[src/hdl/edt_pkg.sv]
// shared types and constants for the edf deadline task queue
// used by edt_cell and edf_deadline_task_queue
package edt_pkg;

  localparam int CAPACITY = 16;
  localparam int CNT_W    = $clog2(CAPACITY + 1);
  localparam int ID_W     = 16;
  localparam int SRC_W    = 8;
  localparam int DL_W     = 32;
  localparam int STATUS_W = 2;
  localparam int ACTIVE_W = 5;

  localparam logic OP_RELEASE  = 1'b0;
  localparam logic OP_COMPLETE = 1'b1;

  localparam logic [STATUS_W-1:0] STATUS_DONE      = 2'd0;
  localparam logic [STATUS_W-1:0] STATUS_FULL      = 2'd1;
  localparam logic [STATUS_W-1:0] STATUS_NOT_FOUND = 2'd2;

  // one slot of the sorted list
  typedef struct packed {
    logic             valid;
    logic [ID_W-1:0]  id;
    logic [DL_W-1:0]  dl;
    logic [SRC_W-1:0] src;
    logic             disp;
  } entry_t;

  // command broadcast to every cell
  typedef struct packed {
    logic             en;
    logic             ins;
    logic             del;
    logic [ID_W-1:0]  id;
    logic [SRC_W-1:0] src;
    logic [DL_W-1:0]  dl;
  } cmd_t;

endpackage

[src/hdl/edf_deadline_task_queue.sv]
// earliest deadline first task queue, top level
// a row of edt_cell slots kept sorted by deadline; needs edt_pkg and edt_cell
//
// usage:
//   input channel (in_valid / in_stall) carries one item: operation 0 releases
//   a task (task_id, task_source, deadline), operation 1 completes task_id.
//   output channel (out_valid / out_stall) returns exactly one item per input
//   item: the task newly dispatched by it (if any), a status code and the
//   number of active tasks afterwards.
//   the item is registered on acceptance; then, once the output register is
//   free, every slot shifts in parallel, the head is checked for dispatch and
//   the result is registered in the output register. the block takes no new
//   item until that update is done.
//   in_stall is high while an item is in work. a result waits in the output
//   register while out_stall is high, and the next item may be accepted
//   meanwhile; its update then waits until the output register is free.
//   reset (rst, synchronous) empties the list and clears the output valid.
//   a release into a full list is dropped with status full; completion of an
//   unknown id leaves the list as is with status not found.
module edf_deadline_task_queue (
  input  logic                         clk,
  input  logic                         rst,
  input  logic                         in_valid,
  output logic                         in_stall,
  input  logic                         operation,
  input  logic [edt_pkg::ID_W-1:0]     task_id,
  input  logic [edt_pkg::SRC_W-1:0]    task_source,
  input  logic [edt_pkg::DL_W-1:0]     deadline,
  output logic                         out_valid,
  input  logic                         out_stall,
  output logic                         dispatch_valid,
  output logic [edt_pkg::ID_W-1:0]     dispatch_id,
  output logic [edt_pkg::SRC_W-1:0]    dispatch_source,
  output logic [edt_pkg::STATUS_W-1:0] status,
  output logic [edt_pkg::ACTIVE_W-1:0] active_count
);
  import edt_pkg::*;

  localparam logic ST_IDLE = 1'b0;
  localparam logic ST_EXEC = 1'b1;

  logic             state;
  logic             op_q;
  logic [ID_W-1:0]  id_q;
  logic [SRC_W-1:0] src_q;
  logic [DL_W-1:0]  dl_q;
  logic [CNT_W-1:0] count;
  logic [CNT_W-1:0] count_next;

  logic             go;
  logic             full;
  logic             busy;
  logic             mark_head;
  cmd_t             cmd;
  entry_t           cur [CAPACITY];
  entry_t           nxt [CAPACITY];
  logic [CAPACITY-1:0] ge;
  logic [CAPACITY-1:0] found;
  logic [CAPACITY-1:0] valid_vec;
  logic [CAPACITY-1:0] disp_vec;
  logic [STATUS_W-1:0] status_next;

  assign in_stall = (state != ST_IDLE);
  assign go       = (state == ST_EXEC) && (!out_valid || !out_stall);
  assign full     = (count == CNT_W'(CAPACITY));

  assign cmd.en  = go;
  assign cmd.ins = (op_q == OP_RELEASE) && !full;
  assign cmd.del = (op_q == OP_COMPLETE);
  assign cmd.id  = id_q;
  assign cmd.src = src_q;
  assign cmd.dl  = dl_q;

  always_ff @(posedge clk) begin
    if (rst) begin
      state <= ST_IDLE;
    end else begin
      case (state)
        ST_IDLE: if (in_valid) state <= ST_EXEC;
        ST_EXEC: if (go) state <= ST_IDLE;
        default: state <= ST_IDLE;
      endcase
    end
  end

  always_ff @(posedge clk) begin
    if (in_valid && !in_stall) begin
      op_q  <= operation;
      id_q  <= task_id;
      src_q <= task_source;
      dl_q  <= deadline;
    end
  end

  for (genvar i = 0; i < CAPACITY; i++) begin : g_cell
    entry_t left_e;
    entry_t right_e;
    logic   ge_prev;
    logic   found_prev;
    logic   mark_i;

    if (i == 0) begin : g_head
      assign left_e     = '0;
      assign ge_prev    = 1'b1;
      assign found_prev = 1'b0;
      assign mark_i     = mark_head;
    end else begin : g_body
      assign left_e     = cur[i-1];
      assign ge_prev    = ge[i-1];
      assign found_prev = found[i-1];
      assign mark_i     = 1'b0;
    end

    if (i == CAPACITY - 1) begin : g_tail
      assign right_e = '0;
    end else begin : g_inner
      assign right_e = cur[i+1];
    end

    edt_cell u_cell (
      .clk       (clk),
      .rst       (rst),
      .cmd       (cmd),
      .left      (left_e),
      .right     (right_e),
      .ge_in     (ge_prev),
      .found_in  (found_prev),
      .mark      (mark_i),
      .ge_out    (ge[i]),
      .found_out (found[i]),
      .cur       (cur[i]),
      .nxt       (nxt[i])
    );

    assign valid_vec[i] = cur[i].valid;
    assign disp_vec[i]  = cur[i].disp;
  end

  always_comb begin
    count_next  = count;
    status_next = STATUS_DONE;
    if (op_q == OP_RELEASE) begin
      if (full) status_next = STATUS_FULL;
      else      count_next  = count + 1'b1;
    end else begin
      if (found[CAPACITY-1]) count_next  = count - 1'b1;
      else                   status_next = STATUS_NOT_FOUND;
    end
  end

  // dispatch check on the updated list
  always_comb begin
    busy = 1'b0;
    for (int i = 0; i < CAPACITY; i++) begin
      busy = busy | (nxt[i].valid & nxt[i].disp);
    end
  end

  assign mark_head = !busy && (count_next != '0);

  always_ff @(posedge clk) begin
    if (rst) begin
      count     <= '0;
      out_valid <= 1'b0;
    end else if (go) begin
      count     <= count_next;
      out_valid <= 1'b1;
    end else if (!out_stall) begin
      out_valid <= 1'b0;
    end
  end

  always_ff @(posedge clk) begin
    if (go) begin
      dispatch_valid  <= mark_head;
      dispatch_id     <= mark_head ? nxt[0].id : '0;
      dispatch_source <= mark_head ? nxt[0].src : '0;
      status          <= status_next;
      active_count    <= ACTIVE_W'(count_next);
    end
  end

  a_count_matches: assert property (@(posedge clk) disable iff (rst)
    CNT_W'($countones(valid_vec)) == count)
    else $error("slot valid bits disagree with the task count");

  a_valid_prefix: assert property (@(posedge clk) disable iff (rst)
    (valid_vec & (valid_vec + 1'b1)) == '0)
    else $error("occupied slots are not packed at the head");

  a_one_dispatched: assert property (@(posedge clk) disable iff (rst)
    $onehot0(valid_vec & disp_vec))
    else $error("more than one task marked dispatched");

  a_dispatch_nonempty: assert property (@(posedge clk) disable iff (rst)
    out_valid && dispatch_valid |-> active_count != '0)
    else $error("dispatch reported with an empty list");

  a_accept_then_busy: assert property (@(posedge clk) disable iff (rst)
    in_valid && !in_stall |=> in_stall)
    else $error("item accepted but block not busy afterwards");

endmodule

[src/hdl/edt_cell.sv]
// one slot of the sorted task list: compares against the broadcast item
// and takes its own value, the new task, or a neighbor's slot; needs edt_pkg
module edt_cell (
  input  logic           clk,
  input  logic           rst,
  input  edt_pkg::cmd_t   cmd,
  input  edt_pkg::entry_t left,
  input  edt_pkg::entry_t right,
  input  logic           ge_in,
  input  logic           found_in,
  input  logic           mark,
  output logic           ge_out,
  output logic           found_out,
  output edt_pkg::entry_t cur,
  output edt_pkg::entry_t nxt
);
  import edt_pkg::*;

  logic match;

  // slot stays ahead of the new task when its deadline is not later
  assign ge_out    = cur.valid && (cur.dl <= cmd.dl);
  assign match     = cur.valid && (cur.id == cmd.id);
  assign found_out = found_in | match;

  always_comb begin
    nxt = cur;
    if (cmd.ins) begin
      if (!ge_out) begin
        if (ge_in) begin
          nxt.valid = 1'b1;
          nxt.id    = cmd.id;
          nxt.dl    = cmd.dl;
          nxt.src   = cmd.src;
          nxt.disp  = 1'b0;
        end else begin
          nxt = left;
        end
      end
    end else if (cmd.del) begin
      // everything from the first match onward moves one slot to the head
      if (found_out) begin
        nxt = right;
      end
    end
  end

  // only the valid and dispatched bits are reset, the payload is don't care
  always_ff @(posedge clk) begin
    if (rst) begin
      cur.valid <= 1'b0;
      cur.disp  <= 1'b0;
    end else if (cmd.en) begin
      cur.valid <= nxt.valid;
      cur.disp  <= nxt.disp | mark;
    end
    if (cmd.en) begin
      cur.id  <= nxt.id;
      cur.dl  <= nxt.dl;
      cur.src <= nxt.src;
    end
  end

endmodule
[config.mk]
export PLATFORM = sky130hd
export DESIGN_NAME = edf_deadline_task_queue
export DESIGN_NICKNAME = d
export VERILOG_FILES = /design/src/hdl/edt_pkg.sv /design/src/hdl/edf_deadline_task_queue.sv /design/src/hdl/edt_cell.sv
export SDC_FILE = /design/constraint.sdc
export NUM_CORES = 2
export LEC_CHECK = 0
export ABC_CLOCK_PERIOD_IN_PS = 7690
export BUFFER_PORTS_ARGS = -buffer_cell sky130_fd_sc_hd__buf_2
export CAP_MARGIN = 20
export CORE_MARGIN = 1
export CORE_UTILIZATION = 39
export CTS_CLUSTER_SIZE = 10
export DETAILED_ROUTE_END_ITERATION = 10
export RECOVER_POWER = 50
export SYNTH_ARGS = -nofsm -noshare
export SYNTH_HDL_FRONTEND = slang
export SYNTH_SLANG_ARGS = --single-unit
[constraint.sdc]
create_clock -name clk -period 7.69 [get_ports clk]
set_input_delay 0.3845 -clock clk [delete_from_list [all_inputs] [get_ports clk]]
set_output_delay 0.3845 -clock clk [all_outputs]
set_load 0.005 [all_outputs]
==> metrics.md <==
| Metric | Value |
|---|---|
| Most frequent cells in the layout | edfxtp_1 (985), nand2_1 (943), o21ai_0 (851) |
| Cell leakage power | 24.36 nW |
| RR Endpoint | g_cell[14].u_cell.cur[26] |
| Syn nets | 6960 |
| CTS sink cnt | 1024 |
| Post-synth EDFFs | 985 |
| HPWL Detailed | 178300 um |
| Synth Area in Compound Gates | 13.28% |
| Synth Area in Adders | 9.744% |
| Pre-CTS WS | 1.216 ns |
| Storage element area | 0.03036 mm^2 |
| GRT Total Usage | 28.74% |
| Area share of the largest cell type after synthesis | 44.81% |
| Most common cell after layout, fill and taps aside | edfxtp_1 |
| Worst-Margin Slew | 4.094 ns |
| Min Tclk post-route | 7.206 ns |
| DRT iter0 DRCs | 6466 |
| Most area-hungry cell type in the Yosys netlist | edfxtp_1 |
| Htree depth | 3 |
| Register-to-Register Path Depth | 11 |
| Nets | 7001 |
| CTS buffer count | 119 |
| Post-synthesis mux area share | 11.82% |
| Num ports | 95 |
| Fin. Hold Viols | 0 |
| Clk_lat worst skew | 0.79 ns |
| Worst-path maximum fanout | 38 |
| Hold-critical path depth | 2 |
| Fillers | 15990 |
| CTS tree | built |
| Synth cell types | 90 |
| Die Area | 0.1709 mm^2 |
| Post-route ant nets | 0 |
| Avg WL per Cell | 28.79 um |
| Area Growth Syn to Fin | 10.92% |
| Data required, critical path | 8.08 ns |
| Root Buffer | clkbuf_16 |
| Gate Count Post-Synth | 6385 |
| Clock Pin Slew Worst Setup and Hold Paths | 0.06 ns |
| Area of the multi-input gates | 0.03387 mm^2 |
| Crit path kind | reg -> reg |
| MaxCap Viol Count | 30 |
| Setup TNS Final | 0 ns |
| CP Capture Type | flop |
| Max transition margin | -172.9% |
| RSZ-0062 raised after global routing | false |
| PortBufs | 94 |
| XOR/XNOR Fraction of Synth Area | 3.463% |
| Total gr overflow | 0 |
| Die X | 413.4 um |
| Initial antenna violation count | 7 |
| Worst Hold Class | in -> reg |
| Final worst setup slack | 0.4838 ns |
| Synth Area in Simple Gates | 12.50% |
| Syn Std Cell Area | 0.06600 mm^2 |
| Hold wc startpoint | task_id[2] |
| Fin. max-slew vios | 1062 |
| Pwr Total | 14.35 mW |
| Setup slack, reg-to-reg | 0.48 ns |
| Fin cells | 8719 |
| CORE AREA | 0.1676 mm^2 |
| Clock Path Buffers | 3 |
| Crit path DAT | 7.59 ns |
| Final WL | 251000 um |
| Violated checks | max-capacitance violations, max-slew violations |
| Largest net degree at the start of global routing | 59 |
| Crit start category | flop |
| Dpl cells | 8447 |
| DR vias | 55050 |
| Vias/cell | 6.314 |
| Hold Path Sink | id_q[2] |
| Initial Utilization | 39.38% |
| Power per cell area | 196.0 mW/mm^2 |
| Gpl congestion | 0.9977 |
| Max VDD drop | 0.0001955 V |
| Global-route wire length before repair | 365600 um |
| Outcome | finished with violations |
| Number of remaining DRC errors | 0 |
| Share of cells above drive strength 1 | 7.278% |
| Tcrit/Tclk final | 93.71% |
| Ranking of synthesized cells by area | edfxtp_1 (45%), mux2i_1 (12%), ha_1 (9.7%) |
| Ys async rst share | 0% |
| Fmax | 0.1388 GHz |
| Final setup violating endpoints | 0 |
| Synth Register Bits | 1024 |
| 1st-pass router iterations | 8 |
| YS warnings | 0 |
| Avg Synthesized Cell Area | 10.34 um^2 |
| Row cnt | 150 |
| Post-CTS resize count | 0 |
| Post-synth top flop | edfxtp_1 |
| Number of global-route vias before repair | 53600 |
| Clock skew after layout | 0.04605 ns |
| Seq/Total Area, Yosys | 46.00% |
| Post-CTS Setup Inserts | 0 |
| Largest family of logic cells by synthesized area | compound AO/OA/AOI/OAI gates |
| RR Startpoint | id_q[9] |
| Floorplan die height | 413.4 um |
[report_power, final]
group	internal [mW]	total, mW	switching (mW)
Combinational	0.738	2.17	1.43
Clock	2.98	5.41	2.43
Sequential	6.47	6.77	0.296
[final cells by class]
class,instances,share of cell area [%]
multi-input cells,4838,46.27
diodes,2,0.006836
well taps,2204,3.767
flip-flops and latches,1024,41.47
clock inverters,21,0.2427
repair buffers,348,3.203
inverters,95,0.4888
clock buffers,187,4.558
[metrics by stage]
step                utilization, %  area, um^2  hold slack (ns)
detailed placement           41.48       69520           0.5045
global placement             41.46       69490           0.5018
CTS                          43.93       73630           0.2736
floorplan                        -       66000           0.4706
global route                 43.68       73210           0.2889
finish                       43.68       73210           0.3107
[flip-flops by register name, indices dropped and copies added (netlist names)]
name	cells
active_count	5
count	5
dispatch_id	16
dispatch_source	8
dispatch_valid	1
dl_q	32
g_cell.u_cell.cur	928
id_q	16
in_stall	1
op_q	1
out_valid	1
src_q	8
status	2
[worst max-delay path by stage]
stage / startpoint / to / slack (ns) / depth (start not counted)
floorplan: dl_q[15] / g_cell[11].u_cell.cur[10] / 0.65 / 9
global placement: dl_q[29] / dispatch_id[15] / 1.18 / 15
detailed placement: dl_q[10] / dispatch_source[7] / 1.22 / 14
CTS: dl_q[11] / dispatch_id[15] / 1.14 / 14
global route: dl_q[11] / dispatch_id[15] / 0.45 / 14
finish: id_q[9] / g_cell[14].u_cell.cur[26] / 0.48 / 11
[worst max-delay path, stage by stage, from the launching register on]
cell and delay, ns:
edfxtp_1 0.68, buf_4 0.51, xnor2_1 0.20, nand4_1 0.15, or2_0 0.26, or4_1 0.66
nand4_1 0.32, o41a_2 0.61, clkbuf_1 2.06, nor2_1 0.27, nor2_4 0.21, clkbuf_2 0.78
[cells in the mapped netlist, types with 7 or more instances]
library cell,number
a31oi_1,13
and2_1,8
a21oi_1,282
o221a_2,26
a21o_1,60
ha_1,514
nor3b_1,12
dfxtp_1,39
o22ai_1,24
or2_2,9
nand2_1,945
a211oi_1,33
buf_2,33
inv_1,94
o21a_1,21
o2111ai_1,9
nor2_1,280
o211ai_1,22
and4_1,17
buf_1,52
and3_1,17
or4_1,30
clkbuf_1,321
xor2_1,80
nor3_1,47
nand2b_1,21
nand3_1,70
nor3b_2,19
nor4_1,50
nor2b_1,29
xnor2_1,181
a22oi_1,10
edfxtp_1,985
a21boi_0,10
a22o_1,38
mux2i_1,775
o21ai_0,855
o31ai_1,7
nand4_1,167
buf_4,16
or3_1,38
[cells by family (layout without fill, tap and decap cells)]
logic type	Yosys count	count (layout)
and+or+nand+nor	1781	1781
AOI/OAI and AO/OA	1503	1503
DFF	1024	1024
muxes	779	779
buffers and inverters	523	651
adders and majority gates	514	514
xor gates and xnor gates	261	261
other	0	2
[metal layers]
layer	GRT usage [%]	wire, um	vias to the layer above
met4	10.01	9694	8
met2	41.51	104800	3208
met1	42.06	109200	27430
met5	0	71	-
li1	-	-	23900
met3	6.148	27260	500
[repair_timing]
action / 4_1_cts / 5_1_grt
setup endpoints to repair: 0 / 0
hold buffers: 59 / 0
endpoints found under the hold margin: 59 / 0
Power figures use the tool's default switching activity.
